$ cat src/rtl/assert_macros.svh
// Assertion helpers shared by the RTL.
// Each macro takes a label, a clock, a reset, an antecedent, a consequent
// and a message. They compile to nothing when NO_ASSERTIONS is defined.
`ifndef ASSERT_MACROS_SVH
`define ASSERT_MACROS_SVH

`ifndef NO_ASSERTIONS
`define ASSERT_IMPLIES(label, clk, rst, ante, cons, msg) \
  label: assert property (@(posedge clk) disable iff (rst) (ante) |-> (cons)) else $error(msg);
`define ASSERT_NEXT(label, clk, rst, ante, cons, msg) \
  label: assert property (@(posedge clk) disable iff (rst) (ante) |=> (cons)) else $error(msg);
`else
`define ASSERT_IMPLIES(label, clk, rst, ante, cons, msg)
`define ASSERT_NEXT(label, clk, rst, ante, cons, msg)
`endif

`endif

$ cat src/rtl/rtcst_pkg.sv
`timescale 1ns / 1ps
package rtcst_pkg;

  // Consecutive failed reads before the decoder gives up.
  localparam int MAX_ATTEMPTS = 3;

  // Register bit positions.
  localparam int UIP_BIT  = 7;
  localparam int MODE_24H = 1;
  localparam int MODE_BIN = 2;
  localparam logic [7:0] HOUR_MASK = 8'h7f;

  // Result status codes.
  typedef enum logic [2:0] {
    ST_OK      = 3'd0,
    ST_RETRY   = 3'd1,
    ST_BAD_BCD = 3'd2,
    ST_BAD_12H = 3'd3,
    ST_RANGE   = 3'd4,
    ST_GAVE_UP = 3'd5
  } status_t;

  // Classified snapshot, decoded to binary, as passed from front to back.
  typedef struct packed {
    status_t     status;
    logic [7:0]  year;
    logic [3:0]  month;
    logic [4:0]  day;
    logic [4:0]  hour;
    logic [5:0]  minute;
    logic [5:0]  second;
  } stamp_rec_t;

  // Two decimal digits of a value below 100.
  typedef struct packed {
    logic [3:0] tens;
    logic [3:0] ones;
  } dec_pair_t;

  // Queue between front and back.
  localparam int QDEPTH = 2;
  localparam int QPTR_W = $clog2(QDEPTH);
  localparam int QCNT_W = $clog2(QDEPTH + 1);

  // Text stamp layout: YYYYMMDDhhmmssZ.
  localparam int STAMP_LEN = 15;
  localparam int IDX_W = $clog2(STAMP_LEN);
  localparam logic [IDX_W-1:0] LAST_IDX = IDX_W'(STAMP_LEN - 1);
  localparam logic [7:0] CHAR_ZERO = 8'h30;
  localparam logic [7:0] CHAR_Z = 8'h5a;
  localparam logic [3:0] YEAR_THOUSANDS = 4'd2;

  // Index positions within the stamp.
  localparam logic [IDX_W-1:0] POS_YH = IDX_W'(1);
  localparam logic [IDX_W-1:0] POS_YT = IDX_W'(2);
  localparam logic [IDX_W-1:0] POS_YO = IDX_W'(3);
  localparam logic [IDX_W-1:0] POS_MT = IDX_W'(4);
  localparam logic [IDX_W-1:0] POS_MO = IDX_W'(5);
  localparam logic [IDX_W-1:0] POS_DT = IDX_W'(6);
  localparam logic [IDX_W-1:0] POS_DO = IDX_W'(7);
  localparam logic [IDX_W-1:0] POS_HT = IDX_W'(8);
  localparam logic [IDX_W-1:0] POS_HO = IDX_W'(9);
  localparam logic [IDX_W-1:0] POS_NT = IDX_W'(10);
  localparam logic [IDX_W-1:0] POS_NO = IDX_W'(11);
  localparam logic [IDX_W-1:0] POS_ST = IDX_W'(12);
  localparam logic [IDX_W-1:0] POS_SO = IDX_W'(13);

  // True when both nibbles are decimal digits.
  function automatic logic bcd_ok(input logic [7:0] raw);
    return (raw[3:0] <= 4'd9) && (raw[7:4] <= 4'd9);
  endfunction

  // Value of a BCD byte: high nibble times ten plus low nibble.
  function automatic logic [6:0] bcd_val(input logic [7:0] raw);
    return 7'({raw[7:4], 3'b000}) + 7'({raw[7:4], 1'b0}) + 7'(raw[3:0]);
  endfunction

  // Days in a month, with the leap flag applied to February.
  function automatic logic [4:0] month_days(input logic [3:0] m, input logic leap);
    logic [4:0] d;
    case (m) inside
      4'd2: d = 5'd28 + 5'(leap);
      4'd4, 4'd6, 4'd9, 4'd11: d = 5'd30;
      default: d = 5'd31;
    endcase
    return d;
  endfunction

  // Splits a value below 100 into decimal digits; x*205>>11 is x/10 here.
  function automatic dec_pair_t split_tens(input logic [6:0] v);
    logic [14:0] prod;
    logic [3:0]  t;
    logic [6:0]  rem;
    dec_pair_t   p;
    prod = 15'(v) * 15'd205;
    t = prod[14:11];
    rem = v - 7'({t, 3'b000}) - 7'({t, 1'b0});
    p.tens = t;
    p.ones = rem[3:0];
    return p;
  endfunction

endpackage

$ cat src/rtl/rtcst_if.sv
`timescale 1ns / 1ps
// Snapshot channel: one clock read attempt per item.
interface rtcst_snap_if;
  logic       valid;
  logic       ready;
  logic [7:0] status_a_before;
  logic [7:0] seconds_raw;
  logic [7:0] minutes_raw;
  logic [7:0] hours_raw;
  logic [7:0] day_raw;
  logic [7:0] month_raw;
  logic [7:0] year_raw;
  logic [7:0] status_reg_b;
  logic [7:0] seconds_again;
  logic [7:0] status_a_after;

  modport source (
    output valid, status_a_before, seconds_raw, minutes_raw, hours_raw, day_raw,
           month_raw, year_raw, status_reg_b, seconds_again, status_a_after,
    input  ready
  );
  modport sink (
    input  valid, status_a_before, seconds_raw, minutes_raw, hours_raw, day_raw,
           month_raw, year_raw, status_reg_b, seconds_again, status_a_after,
    output ready
  );
endinterface

// Stamp channel: one character or one status per item.
interface rtcst_stamp_if;
  logic       valid;
  logic       ready;
  logic [2:0] status;
  logic [7:0] character;
  logic       last;

  modport source (output valid, status, character, last, input ready);
  modport sink (input valid, status, character, last, output ready);
endinterface

$ cat src/rtl/rtc_snapshot_to_utc_text.sv
`timescale 1ns / 1ps
// CMOS clock snapshot decoder with UTC text output.
// snapshot channel: one item per read attempt of the clock chip (status A
// before and after, raw time fields, status B, seconds read again).
// stamp channel: per snapshot either fifteen items carrying the characters
// YYYYMMDDhhmmssZ with status ok, last set on the Z, or a single item with
// a retry, gave-up or decode error status, character zero and last set.
// Three consecutive failed reads give the gave-up status and clear the count.
// The first result passes through the queue entry and then the output
// register of the back end before it is presented. A successful snapshot
// gives fifteen output items and a failed one a single item; the output
// register of the back end sends one character per cycle while the
// receiver does not stall. A two-entry queue sits between the front end,
// which classifies and decodes a snapshot in the cycle it is taken, and the
// back end, so snapshots are taken while a stamp is still being sent.
// Reset clears the failure count, the queue and the output sequencer.
// When the receiver stalls the current result holds; the queue then fills
// and snapshot ready drops until room frees up.
module rtc_snapshot_to_utc_text (
  input  logic          clk,
  input  logic          rst,
  rtcst_snap_if.sink    snapshot,
  rtcst_stamp_if.source stamp
);
  import rtcst_pkg::*;

  logic       q_full;
  logic       push;
  stamp_rec_t wr_rec;
  logic       pop;
  logic       head_valid;
  stamp_rec_t head;

  rtcst_front u_front (
    .clk      (clk),
    .rst      (rst),
    .snapshot (snapshot),
    .q_full   (q_full),
    .push     (push),
    .rec      (wr_rec)
  );

  rtcst_queue u_queue (
    .clk        (clk),
    .rst        (rst),
    .push       (push),
    .wr_rec     (wr_rec),
    .full       (q_full),
    .pop        (pop),
    .head_valid (head_valid),
    .head       (head)
  );

  rtcst_back u_back (
    .clk        (clk),
    .rst        (rst),
    .head_valid (head_valid),
    .head       (head),
    .pop        (pop),
    .stamp      (stamp)
  );

endmodule

$ cat src/rtl/rtcst_front.sv
`timescale 1ns / 1ps
module rtcst_front (
  input  logic                clk,
  input  logic                rst,
  rtcst_snap_if.sink          snapshot,
  input  logic                q_full,
  output logic                push,
  output rtcst_pkg::stamp_rec_t rec
);
  import rtcst_pkg::*;

  logic [1:0] failed_attempts;
  logic [1:0] failed_attempts_next;
  logic [1:0] fail_count;
  logic       read_bad;
  logic       bin_mode;
  logic       mode_24h;
  logic       pm;
  logic [7:0] hour_strip;
  logic       bcd_bad;
  logic [7:0] sec_v;
  logic [7:0] min_v;
  logic [7:0] hr_v;
  logic [7:0] day_v;
  logic [7:0] mon_v;
  logic [7:0] yr_v;
  logic       h12_bad;
  logic [7:0] hr_c;
  logic       leap;
  logic       range_bad;
  status_t    status;

  // Items are taken whenever the queue has room.
  assign snapshot.ready = !q_full;
  assign push = snapshot.valid && !q_full;

  // A busy flag on either side or a seconds mismatch spoils the read.
  assign read_bad = snapshot.status_a_before[UIP_BIT] || snapshot.status_a_after[UIP_BIT]
                    || (snapshot.seconds_raw != snapshot.seconds_again);
  assign fail_count = failed_attempts + 2'd1;

  assign bin_mode   = snapshot.status_reg_b[MODE_BIN];
  assign mode_24h   = snapshot.status_reg_b[MODE_24H];
  assign pm         = snapshot.hours_raw[UIP_BIT];
  assign hour_strip = snapshot.hours_raw & HOUR_MASK;

  // BCD check and decode of all six fields.
  assign bcd_bad = !bin_mode && !(bcd_ok(snapshot.seconds_raw) && bcd_ok(snapshot.minutes_raw)
                   && bcd_ok(hour_strip) && bcd_ok(snapshot.day_raw)
                   && bcd_ok(snapshot.month_raw) && bcd_ok(snapshot.year_raw));
  assign sec_v = bin_mode ? snapshot.seconds_raw : {1'b0, bcd_val(snapshot.seconds_raw)};
  assign min_v = bin_mode ? snapshot.minutes_raw : {1'b0, bcd_val(snapshot.minutes_raw)};
  assign hr_v  = bin_mode ? hour_strip : {1'b0, bcd_val(hour_strip)};
  assign day_v = bin_mode ? snapshot.day_raw : {1'b0, bcd_val(snapshot.day_raw)};
  assign mon_v = bin_mode ? snapshot.month_raw : {1'b0, bcd_val(snapshot.month_raw)};
  assign yr_v  = bin_mode ? snapshot.year_raw : {1'b0, bcd_val(snapshot.year_raw)};

  // 12-hour check and conversion to 24-hour time.
  assign h12_bad = !mode_24h && ((hr_v == 8'd0) || (hr_v > 8'd12));
  always_comb begin
    hr_c = hr_v;
    if (!mode_24h) begin
      if (pm) begin
        if (hr_v != 8'd12) begin
          hr_c = hr_v + 8'd12;
        end
      end else if (hr_v == 8'd12) begin
        hr_c = 8'd0;
      end
    end
  end

  // Years 2000 + 0..255: 2100 and 2200 are the only century years that are not leap.
  assign leap = (yr_v[1:0] == 2'b00) && (yr_v != 8'd100) && (yr_v != 8'd200);
  assign range_bad = (sec_v > 8'd59) || (min_v > 8'd59) || (hr_c > 8'd23)
                     || (mon_v == 8'd0) || (mon_v > 8'd12) || (day_v == 8'd0)
                     || (day_v > {3'b000, month_days(mon_v[3:0], leap)});

  // Classification in priority order, and the next failure count.
  always_comb begin
    failed_attempts_next = 2'd0;
    if (read_bad) begin
      if (32'(fail_count) >= MAX_ATTEMPTS) begin
        status = ST_GAVE_UP;
      end else begin
        status = ST_RETRY;
        failed_attempts_next = fail_count;
      end
    end else if (bcd_bad) begin
      status = ST_BAD_BCD;
    end else if (h12_bad) begin
      status = ST_BAD_12H;
    end else if (range_bad) begin
      status = ST_RANGE;
    end else begin
      status = ST_OK;
    end
  end

  // Record for the back end.
  always_comb begin
    rec.status = status;
    rec.year   = yr_v;
    rec.month  = mon_v[3:0];
    rec.day    = day_v[4:0];
    rec.hour   = hr_c[4:0];
    rec.minute = min_v[5:0];
    rec.second = sec_v[5:0];
  end

  // Failure count is updated once per accepted item.
  always_ff @(posedge clk) begin
    if (rst) begin
      failed_attempts <= 2'd0;
    end else if (push) begin
      failed_attempts <= failed_attempts_next;
    end
  end

endmodule

$ cat src/rtl/rtcst_queue.sv
`timescale 1ns / 1ps
module rtcst_queue (
  input  logic                  clk,
  input  logic                  rst,
  input  logic                  push,
  input  rtcst_pkg::stamp_rec_t wr_rec,
  output logic                  full,
  input  logic                  pop,
  output logic                  head_valid,
  output rtcst_pkg::stamp_rec_t head
);
  import rtcst_pkg::*;

  stamp_rec_t          entries [QDEPTH];
  logic [QPTR_W-1:0]   wr_ptr;
  logic [QPTR_W-1:0]   rd_ptr;
  logic [QCNT_W-1:0]   count;

  function automatic logic [QPTR_W-1:0] ptr_inc(input logic [QPTR_W-1:0] p);
    return (p == QPTR_W'(QDEPTH - 1)) ? '0 : p + QPTR_W'(1);
  endfunction

  assign full       = (count == QCNT_W'(QDEPTH));
  assign head_valid = (count != '0);
  assign head       = entries[rd_ptr];

  // Entry storage.
  always_ff @(posedge clk) begin
    if (push) begin
      entries[wr_ptr] <= wr_rec;
    end
  end

  // Pointers and fill count.
  always_ff @(posedge clk) begin
    if (rst) begin
      wr_ptr <= '0;
      rd_ptr <= '0;
      count  <= '0;
    end else begin
      if (push) begin
        wr_ptr <= ptr_inc(wr_ptr);
      end
      if (pop) begin
        rd_ptr <= ptr_inc(rd_ptr);
      end
      case ({push, pop})
        2'b10: count <= count + QCNT_W'(1);
        2'b01: count <= count - QCNT_W'(1);
        default: count <= count;
      endcase
    end
  end

endmodule

$ cat src/rtl/rtcst_back.sv
`timescale 1ns / 1ps
`include "assert_macros.svh"
module rtcst_back (
  input  logic                  clk,
  input  logic                  rst,
  input  logic                  head_valid,
  input  rtcst_pkg::stamp_rec_t head,
  output logic                  pop,
  rtcst_stamp_if.source         stamp
);
  import rtcst_pkg::*;

  logic             o_valid;
  status_t          o_status;
  logic [7:0]       o_char;
  logic             o_last;
  logic             busy;
  logic [IDX_W-1:0] idx;
  logic             advance;

  logic [3:0]       year_hund;
  dec_pair_t        year_pair;
  dec_pair_t        month_pair;
  dec_pair_t        day_pair;
  dec_pair_t        hour_pair;
  dec_pair_t        minute_pair;
  dec_pair_t        second_pair;

  logic [3:0]       head_hund;
  logic [7:0]       head_yrem;
  logic [3:0]       nib;
  logic [7:0]       busy_char;

  assign stamp.valid     = o_valid;
  assign stamp.status    = o_status;
  assign stamp.character = o_char;
  assign stamp.last      = o_last;

  // The output register moves when empty or when its item is taken.
  assign advance = !o_valid || stamp.ready;
  assign pop     = advance && !busy && head_valid;

  // Year 2000 + value: split off the hundreds, the rest is below 100.
  always_comb begin
    if (head.year >= 8'd200) begin
      head_hund = 4'd2;
      head_yrem = head.year - 8'd200;
    end else if (head.year >= 8'd100) begin
      head_hund = 4'd1;
      head_yrem = head.year - 8'd100;
    end else begin
      head_hund = 4'd0;
      head_yrem = head.year;
    end
  end

  // Digit for the current stamp position.
  always_comb begin
    case (idx)
      POS_YH:  nib = year_hund;
      POS_YT:  nib = year_pair.tens;
      POS_YO:  nib = year_pair.ones;
      POS_MT:  nib = month_pair.tens;
      POS_MO:  nib = month_pair.ones;
      POS_DT:  nib = day_pair.tens;
      POS_DO:  nib = day_pair.ones;
      POS_HT:  nib = hour_pair.tens;
      POS_HO:  nib = hour_pair.ones;
      POS_NT:  nib = minute_pair.tens;
      POS_NO:  nib = minute_pair.ones;
      POS_ST:  nib = second_pair.tens;
      POS_SO:  nib = second_pair.ones;
      default: nib = 4'd0;
    endcase
  end
  assign busy_char = (idx == LAST_IDX) ? CHAR_Z : CHAR_ZERO + {4'b0000, nib};

  // Digits are captured when a successful record starts.
  always_ff @(posedge clk) begin
    if (pop && (head.status == ST_OK)) begin
      year_hund   <= head_hund;
      year_pair   <= split_tens(head_yrem[6:0]);
      month_pair  <= split_tens({3'b000, head.month});
      day_pair    <= split_tens({2'b00, head.day});
      hour_pair   <= split_tens({2'b00, head.hour});
      minute_pair <= split_tens({1'b0, head.minute});
      second_pair <= split_tens({1'b0, head.second});
    end
  end

  // Output sequencing: first character or single status at pop, then the rest.
  always_ff @(posedge clk) begin
    if (rst) begin
      o_valid <= 1'b0;
      busy    <= 1'b0;
      idx     <= '0;
    end else if (advance) begin
      if (busy) begin
        o_valid  <= 1'b1;
        o_status <= ST_OK;
        o_char   <= busy_char;
        o_last   <= (idx == LAST_IDX);
        busy     <= (idx != LAST_IDX);
        idx      <= idx + IDX_W'(1);
      end else if (head_valid) begin
        o_valid  <= 1'b1;
        o_status <= head.status;
        if (head.status == ST_OK) begin
          o_char <= CHAR_ZERO + {4'b0000, YEAR_THOUSANDS};
          o_last <= 1'b0;
          busy   <= 1'b1;
          idx    <= POS_YH;
        end else begin
          o_char <= 8'h00;
          o_last <= 1'b1;
        end
      end else begin
        o_valid <= 1'b0;
      end
    end
  end

  `ASSERT_IMPLIES(a_err_single, clk, rst, o_valid && (o_status != ST_OK), o_last && (o_char == 8'h00), "error result must be a single item with no character")
  `ASSERT_IMPLIES(a_ok_ends_z, clk, rst, o_valid && (o_status == ST_OK) && o_last, o_char == CHAR_Z, "final stamp character must be Z")
  `ASSERT_IMPLIES(a_idx_range, clk, rst, busy, (idx != '0) && (idx <= LAST_IDX), "stamp index out of range while busy")
  `ASSERT_NEXT(a_start_seq, clk, rst, pop && (head.status == ST_OK), busy && o_valid && !o_last, "successful record must start a stamp sequence")

endmodule
$ cat src/flat_wrapper.sv
// flat-port wrapper written by rule: the top's interface ports become plain ports
module rtc_snapshot_to_utc_text_flat import rtcst_pkg::*;
  (clk, rst, snapshot_valid, snapshot_status_a_before, snapshot_seconds_raw, snapshot_minutes_raw, snapshot_hours_raw, snapshot_day_raw, snapshot_month_raw, snapshot_year_raw, snapshot_status_reg_b, snapshot_seconds_again, snapshot_status_a_after, snapshot_ready, stamp_valid, stamp_status, stamp_character, stamp_last, stamp_ready);
  rtcst_snap_if snapshot_i ();
  rtcst_stamp_if stamp_i ();
  input  logic clk;
  input  logic rst;
  input wire logic [$bits(snapshot_i.valid)-1:0] snapshot_valid;
  input wire logic [$bits(snapshot_i.status_a_before)-1:0] snapshot_status_a_before;
  input wire logic [$bits(snapshot_i.seconds_raw)-1:0] snapshot_seconds_raw;
  input wire logic [$bits(snapshot_i.minutes_raw)-1:0] snapshot_minutes_raw;
  input wire logic [$bits(snapshot_i.hours_raw)-1:0] snapshot_hours_raw;
  input wire logic [$bits(snapshot_i.day_raw)-1:0] snapshot_day_raw;
  input wire logic [$bits(snapshot_i.month_raw)-1:0] snapshot_month_raw;
  input wire logic [$bits(snapshot_i.year_raw)-1:0] snapshot_year_raw;
  input wire logic [$bits(snapshot_i.status_reg_b)-1:0] snapshot_status_reg_b;
  input wire logic [$bits(snapshot_i.seconds_again)-1:0] snapshot_seconds_again;
  input wire logic [$bits(snapshot_i.status_a_after)-1:0] snapshot_status_a_after;
  output wire logic [$bits(snapshot_i.ready)-1:0] snapshot_ready;
  output wire logic [$bits(stamp_i.valid)-1:0] stamp_valid;
  output wire logic [$bits(stamp_i.status)-1:0] stamp_status;
  output wire logic [$bits(stamp_i.character)-1:0] stamp_character;
  output wire logic [$bits(stamp_i.last)-1:0] stamp_last;
  input wire logic [$bits(stamp_i.ready)-1:0] stamp_ready;
  assign snapshot_i.valid = snapshot_valid;
  assign snapshot_i.status_a_before = snapshot_status_a_before;
  assign snapshot_i.seconds_raw = snapshot_seconds_raw;
  assign snapshot_i.minutes_raw = snapshot_minutes_raw;
  assign snapshot_i.hours_raw = snapshot_hours_raw;
  assign snapshot_i.day_raw = snapshot_day_raw;
  assign snapshot_i.month_raw = snapshot_month_raw;
  assign snapshot_i.year_raw = snapshot_year_raw;
  assign snapshot_i.status_reg_b = snapshot_status_reg_b;
  assign snapshot_i.seconds_again = snapshot_seconds_again;
  assign snapshot_i.status_a_after = snapshot_status_a_after;
  assign snapshot_ready = snapshot_i.ready;
  assign stamp_valid = stamp_i.valid;
  assign stamp_status = stamp_i.status;
  assign stamp_character = stamp_i.character;
  assign stamp_last = stamp_i.last;
  assign stamp_i.ready = stamp_ready;
  rtc_snapshot_to_utc_text u_core (.clk(clk), .rst(rst), .snapshot(snapshot_i), .stamp(stamp_i));
endmodule
$ cat config.mk
export PLATFORM = sky130hd
export DESIGN_NAME = rtc_snapshot_to_utc_text_flat
export DESIGN_NICKNAME = d
export VERILOG_FILES = /design/src/rtl/rtcst_pkg.sv /design/src/rtl/rtcst_if.sv /design/src/rtl/rtc_snapshot_to_utc_text.sv /design/src/rtl/rtcst_front.sv /design/src/rtl/rtcst_queue.sv /design/src/rtl/rtcst_back.sv /design/src/flat_wrapper.sv
export VERILOG_INCLUDE_DIRS = /design/src /design/src/rtl
export SDC_FILE = /design/constraint.sdc
export NUM_CORES = 1
export LEC_CHECK = 0
export BUFFER_PORTS_ARGS = -buffer_cell sky130_fd_sc_hd__buf_2
export CORE_ASPECT_RATIO = 1.5
export CORE_MARGIN = 4
export CORE_UTILIZATION = 40
export DETAILED_ROUTE_END_ITERATION = 16
export PLACE_DENSITY = 0.55
export SKIP_CTS_REPAIR_TIMING = 1
export SYNTH_ARGS = -nofsm -noshare
export SYNTH_HDL_FRONTEND = slang
export SYNTH_SLANG_ARGS = --single-unit
$ cat constraint.sdc
create_clock -name clk -period 9.4 [get_ports clk]
set_input_delay 1.88 -clock clk [delete_from_list [all_inputs] [get_ports clk]]
set_output_delay 1.88 -clock clk [all_outputs]
set_load 0.02 [all_outputs]
Word-level counts from Yosys, hierarchy flattened
Memory sizes are Yosys's and may differ from the RTL's. A register that Yosys moved wholly into a read port is not among the register bits.
Cells that the tools add are included.
{"block": "classes", "n_reduce_logical": 47, "addsub": 35, "eq_ne": 28, "magnitude_cmp": 21, "bitwise_logic": 1, "n_mux": 46, "mul": 6}
{"operator": "$mux 8", "count": 10}
{"operator": "$pmux 4 s13", "count": 1}
{"operator": "$le 4x4->1 const B", "count": 11}
{"operator": "$sub 4x4->4", "count": 11}
{"operator": "$add 7x4->7", "count": 6}
{"operator": "$eq 4x4->1 const B", "count": 9}
{"operator": "$add 7x5->7", "count": 5}
{"operator": "$mux 7", "count": 5}
{"operator": "$mul 6x8->14 const B", "count": 2}
{"operator": "$mul 5x8->13 const B", "count": 2}
{"operator": "$eq 4x3->1 const B", "count": 6}
{"operator": "$logic_not 8->1", "count": 3}
{"operator": "$logic_and 1x1->1", "count": 19}
{"operator": "$mux 3", "count": 6}
{"operator": "$gt 8x6->1 const B", "count": 2}
{"operator": "$mux 1", "count": 16}
{"operator": "$mul 7x8->15 const B", "count": 1}
{"operator": "$sub 7x7->7 const B", "count": 2}
{"operator": "$eq 4x2->1 const B", "count": 3}
{"operator": "$mul 4x8->12 const B", "count": 1}
{"operator": "$mux 4", "count": 3}
{"operator": "$logic_or 1x1->1", "count": 10}
{"operator": "$add 7x4->8 const B", "count": 1}
{"operator": "$ge 8x7->1 const B", "count": 1}
{"operator": "other kinds (35)", "count": 48}
{"block": "totals", "elab_cells": 208, "ramBits": 74, "memories": 1, "reg_bits": 67, "inputBits": 84}
{"name": "u_core.u_queue.entries", "depth": 2, "width": 37, "rd": 1, "rd_clocked_by_memory_dff": 1, "wr": 1, "line_no": "rtcst_queue.sv:14", "text": "stamp_rec_t entries [QDEPTH];"}

Longest topological paths before layout
{"block": "depth", "depth_word": 17, "depth_mapped": 30}

Hierarchy
From an unflattened synthesis, not the netlist that was laid out.
{"block": "hier_totals", "cells_unflattened": 1051, "hier_area_um2": 11632.4}
{"mod": "rtcst_back", "n_inst": 1, "cells_each": 614, "area_each_um2": 6361.1}
{"mod": "rtcst_queue", "n_inst": 1, "cells_each": 137, "area_each_um2": 2874.0}
{"mod": "rtcst_front", "n_inst": 1, "cells_each": 300, "area_each_um2": 2397.3}

Worst setup path before layout
Ideal clock, no wire load.
{"block": "synth_path", "kind": "reg-to-reg", "from": "reg (tool-made name)", "to": "reg u_core.u_back.year_pair[3] in the netlist's numbering (data pin)", "path_slack_ns": 2.828, "path_buffers": 2, "arrival_time_ns": 6.313, "t_required_ns": 9.141, "stages_incl_launch_ff": 30, "synth_period_minus_slack_ns": 6.572, "setup_ns": 0.259, "path_cell_list": "dfxtp_1 -> buf_6 -> buf_4 -> mux2i_1 -> ha_1 -> or4b_1 -> o211ai_2 -> o21ai_2 -> and2_1 -> a22o_1 -> xor2_1 -> inv_1 -> ha_1 -> fa_1 -> ha_1 -> inv_1 -> fa_1 -> inv_1 -> ha_1 -> nand4_1 -> nor4_1 -> nand2_1 -> a21oi_1 -> o31a_1 -> nor2_1 -> xnor2_1 -> ha_1 -> a211oi_2 -> xnor3_1 -> xnor2_1"}
{"element": "to (signal assigned)", "line_no": "rtcst_back.sv:82", "text": "year_pair <= split_tens(head_yrem[6:0]);"}
{"element": "to (decl)", "line_no": "rtcst_back.sv:22", "text": "dec_pair_t year_pair;"}

==> run_results.csv <==
group,metric,value,unit
status,status,"finished clean",
global_route,grt_pass1_wl,38760,µm
synthesis,async_flop_share,0,%
global_route,grt_pass1_vias,7973,
timing,rsz0062_at_grt,"no",
cts,insertion_delay,0.43,ns
timing,slew_headroom,40.63,%
timing,max_freq,139.5,MHz
synthesis,yosysUniqueCellTypes,75,
synthesis,syn_inst,1043,
synthesis,syn_area,11460,µm²
synthesis,synth_top_area_cell,"edfxtp_1",
cts,path_clk_slew,0.05,ns
cells_and_area,syn2layout_area_growth,12.18,%
cts,clock-sinks,139,
die,die_area,31480,µm²
routing,via_per_inst,5.211,
cts,numCtsBuffers,17,
routing,drt_iter0_drc,257,
timing,hold_ws,0.5395,ns
cells_and_area,stdcell_count,1480,
timing,tightest_slew,0.8681,ns
placed_design,place_hpwl,18710,µm
synthesis,syn_nets,1367,
global_route,overflow,0,
die,num_rows,75,
cts,cts_root_buffer,"clkbuf_16",
routing,ant_nets,0,
routing,drt-pass1-iter-count,5,
placed_design,io_buffers,76,
routing,vias,7713,
synthesis,netlist.area_leader.share,33.02,%
timing,hold_viol_final,0,
routing,totalWireLength,23110,µm
worst_setup_path,critPathMaxFanout,7,
timing,fin_tns_setup,0,ns
worst_setup_path,slowest_delay,0.57,ns
die,num_io_pins,98,
global_route,grt_max_degree,55,
synthesis,yosysWarnings,0,
global_route,grt_use_total,15.16,%
timing,skew,0.007923,ns
worst_setup_path,path_class,"reg -> reg",
pwr,power_density,397.3,nW/µm²
cells_and_area,seq_area,4045,µm²
synthesis,synthFlopType,"edfxtp_1",
die,fp.dieH,215.3,µm
worst_setup_path,worst_path_max_delay_cell,"mux2i_1",
cells_and_area,final_nets,1445,
worst_setup_path,critPathCaptureType,"flip-flop",
die,core-area,28150,µm²
worst_setup_path,worstPathArrival,7.34,ns
cts,clockBufferDepth,2,
routing,avgRoutedWirePerCell,15.61,µm
timing,slew_viol_final,0,
synthesis,yosysSeqAreaShare,35.29,%
placed_design,gp_congestion,0.8176,
timing,finalCriticalPeriod,7.167,ns
cells_and_area,drive_gt1_share,14.81,%
cts,cts_tree,"yes",
timing,post-route-period-util,76.25,%
global_route,antenna_found_initial,0,
cells_and_area,postLayoutCoreUtil,45.67,%
hold_path,hold_class,"reg -> reg",
job,cap_viol_max_count,0,
cells_and_area,fillCellCount,2654,
synthesis,synth_edf_count,126,
cells_and_area,multi_input_area,6773,µm²
routing,drc,0,
synthesis,ys_seq_elements,139,
pwr,p_leak,0.005824,µW
synthesis,syn_avg_cell_area,10.99,µm²
die,initial_core_util,40.71,%
die,fp.dieW,146.2,µm
worst_setup_path,cpMostUsedCell,"ha_1",
timing,setup_viol,0,
synthesis,synthTopCellsByArea,"edfxtp_1 33%, ha_1 22%, fa_1 6.3%",
worst_setup_path,cp-start-kind,"flip-flop",
placed_design,place_inst,1448,
cts,ctsHtreeMaxLevel,4,
pwr,ir_drop,0.0003428,V
cells_and_area,insertedDiodeCount,0,
worst_setup_path,required,9.57,ns
==> registers in the layout, summed over array words and instances, names as in the netlist, named ones only <==
register	flops
u_core.u_back.busy	1
u_core.u_back.day_pair	6
u_core.u_back.hour_pair	6
u_core.u_back.idx	4
u_core.u_back.minute_pair	7
u_core.u_back.month_pair	5
u_core.u_back.second_pair	7
u_core.u_back.stamp.character	7
u_core.u_back.stamp.last	1
u_core.u_back.stamp.status	3
u_core.u_back.stamp.valid	1
u_core.u_back.year_hund	2
u_core.u_back.year_pair	8
u_core.u_front.failed_attempts	2
u_core.u_queue.count	2
u_core.u_queue.entries	74
u_core.u_queue.rd_ptr	1
u_core.u_queue.wr_ptr	1
==> cells in the final DEF (no fill, tap or decap), drive strengths merged, types with 8 or more instances in the layout <==
master	Yosys	layout
or2	8	8
nand3	11	11
ha	204	204
fa	36	36
edfxtp	126	126
mux2i	30	30
nand2b	11	11
nor3	11	11
a21oi	47	47
nand4	8	8
buf	13	83
a21o	16	16
nor2	49	49
nor2b	9	9
clkbuf	11	27
nand2	43	43
mux2	35	35
xnor2	37	37
xor2	21	21
inv	145	147
o21ai	52	52
dfxtp	13	13
==> critical path, delay by kind of cell, from the launching register on <==
kind / cells / cell delay [ns]
fa+ha+maj: 7 / 2.46
simple gates: 6 / 1.16
compound gates: 6 / 1.14
xor+xnor: 4 / 0.77
mux: 1 / 0.57
buf+inv: 4 / 0.42
flops: 1 / 0.40
==> power breakdown <==
part	internal, µW	total (µW)	switching, µW
logic	1630	3470	1840
registers	933	958	24.9
clock network	432	682	250
total	3000	5110	2110
==> final timing paths <==
path,start,endpoint,slack (ns),depth (start not counted)
setup / recovery,flip-flop,u_core.u_back.year_pair[3],2.23,28
hold / removal,u_core.u_front.failed_attempts[1],u_core.u_front.failed_attempts[1],0.54,2
setup reg to reg,flip-flop,u_core.u_back.year_pair[3],2.23,28
hold reg to reg,u_core.u_front.failed_attempts[1],u_core.u_front.failed_attempts[1],0.54,2
==> stage by stage <==
step	cell area [µm²]	worst slack [ns]	power, µW
global placement	12230	2.225	4420
global route	12860	1.658	5763
detailed placement	12230	2.173	4519
finish	12860	2.233	5108
floorplan	11460	2.828	3749
CTS	12860	2.127	5229
==> Yosys cell counts (4+ instances only) <==
| master | number |
|---|---|
| ha_1 | 204 |
| inv_1 | 145 |
| edfxtp_1 | 126 |
| nor2_1 | 49 |
| o21ai_0 | 48 |
| a21oi_1 | 47 |
| nand2_1 | 43 |
| xnor2_1 | 37 |
| fa_1 | 36 |
| mux2_2 | 32 |
| mux2i_1 | 29 |
| xor2_1 | 21 |
| a21o_1 | 16 |
| dfxtp_1 | 13 |
| clkbuf_1 | 11 |
| nand2b_1 | 11 |
| nand3_1 | 11 |
| nor3_1 | 11 |
| nor2b_1 | 9 |
| buf_1 | 8 |
| nand4_1 | 8 |
| or2_2 | 8 |
| a22oi_1 | 7 |
| nor4_1 | 7 |
| a221oi_1 | 6 |
| a31oi_1 | 6 |
| a41o_1 | 5 |
| nor3b_1 | 5 |
| o21a_1 | 5 |
| a2111oi_0 | 4 |
| a211oi_1 | 4 |
| a32o_1 | 4 |
==> layout make-up <==
class | count | share of cell area (%)
Timing Repair Buffer | 83 | 3.367
Clock buffer | 27 | 4.584
Sequential cell | 139 | 31.46
Inverter | 145 | 4.234
Tap cell | 346 | 3.367
Multi-Input combinational cell | 735 | 52.68
Clock inverter | 5 | 0.3017
==> logic make-up (layout without fill, tap and decap cells) <==
family          after synthesis  in the layout  share of synthesized area (%)
xor+xnor                     61             61                          5.044
flops                       139            139                          35.29
mux                          65             65                          6.267
buf+inv                     169            260                          5.743
simple gates                182            182                          8.123
other cells                   1              1                        0.03272
compound gates              186            186                          10.94
fa+ha+maj                   240            240                          28.56
==> per-layer routing <==
metal / up-vias / routed length [µm] / global-route usage [%]
met3: 24 / 621 / 2.676
met4: 0 / 429 / 4.834
met2: 112 / 12010 / 27.55
met5: - / 0 / 0
met1: 3670 / 10050 / 18.07
li1: 3907 / - / -
Note: power is estimated with default switching activity, not from simulation.
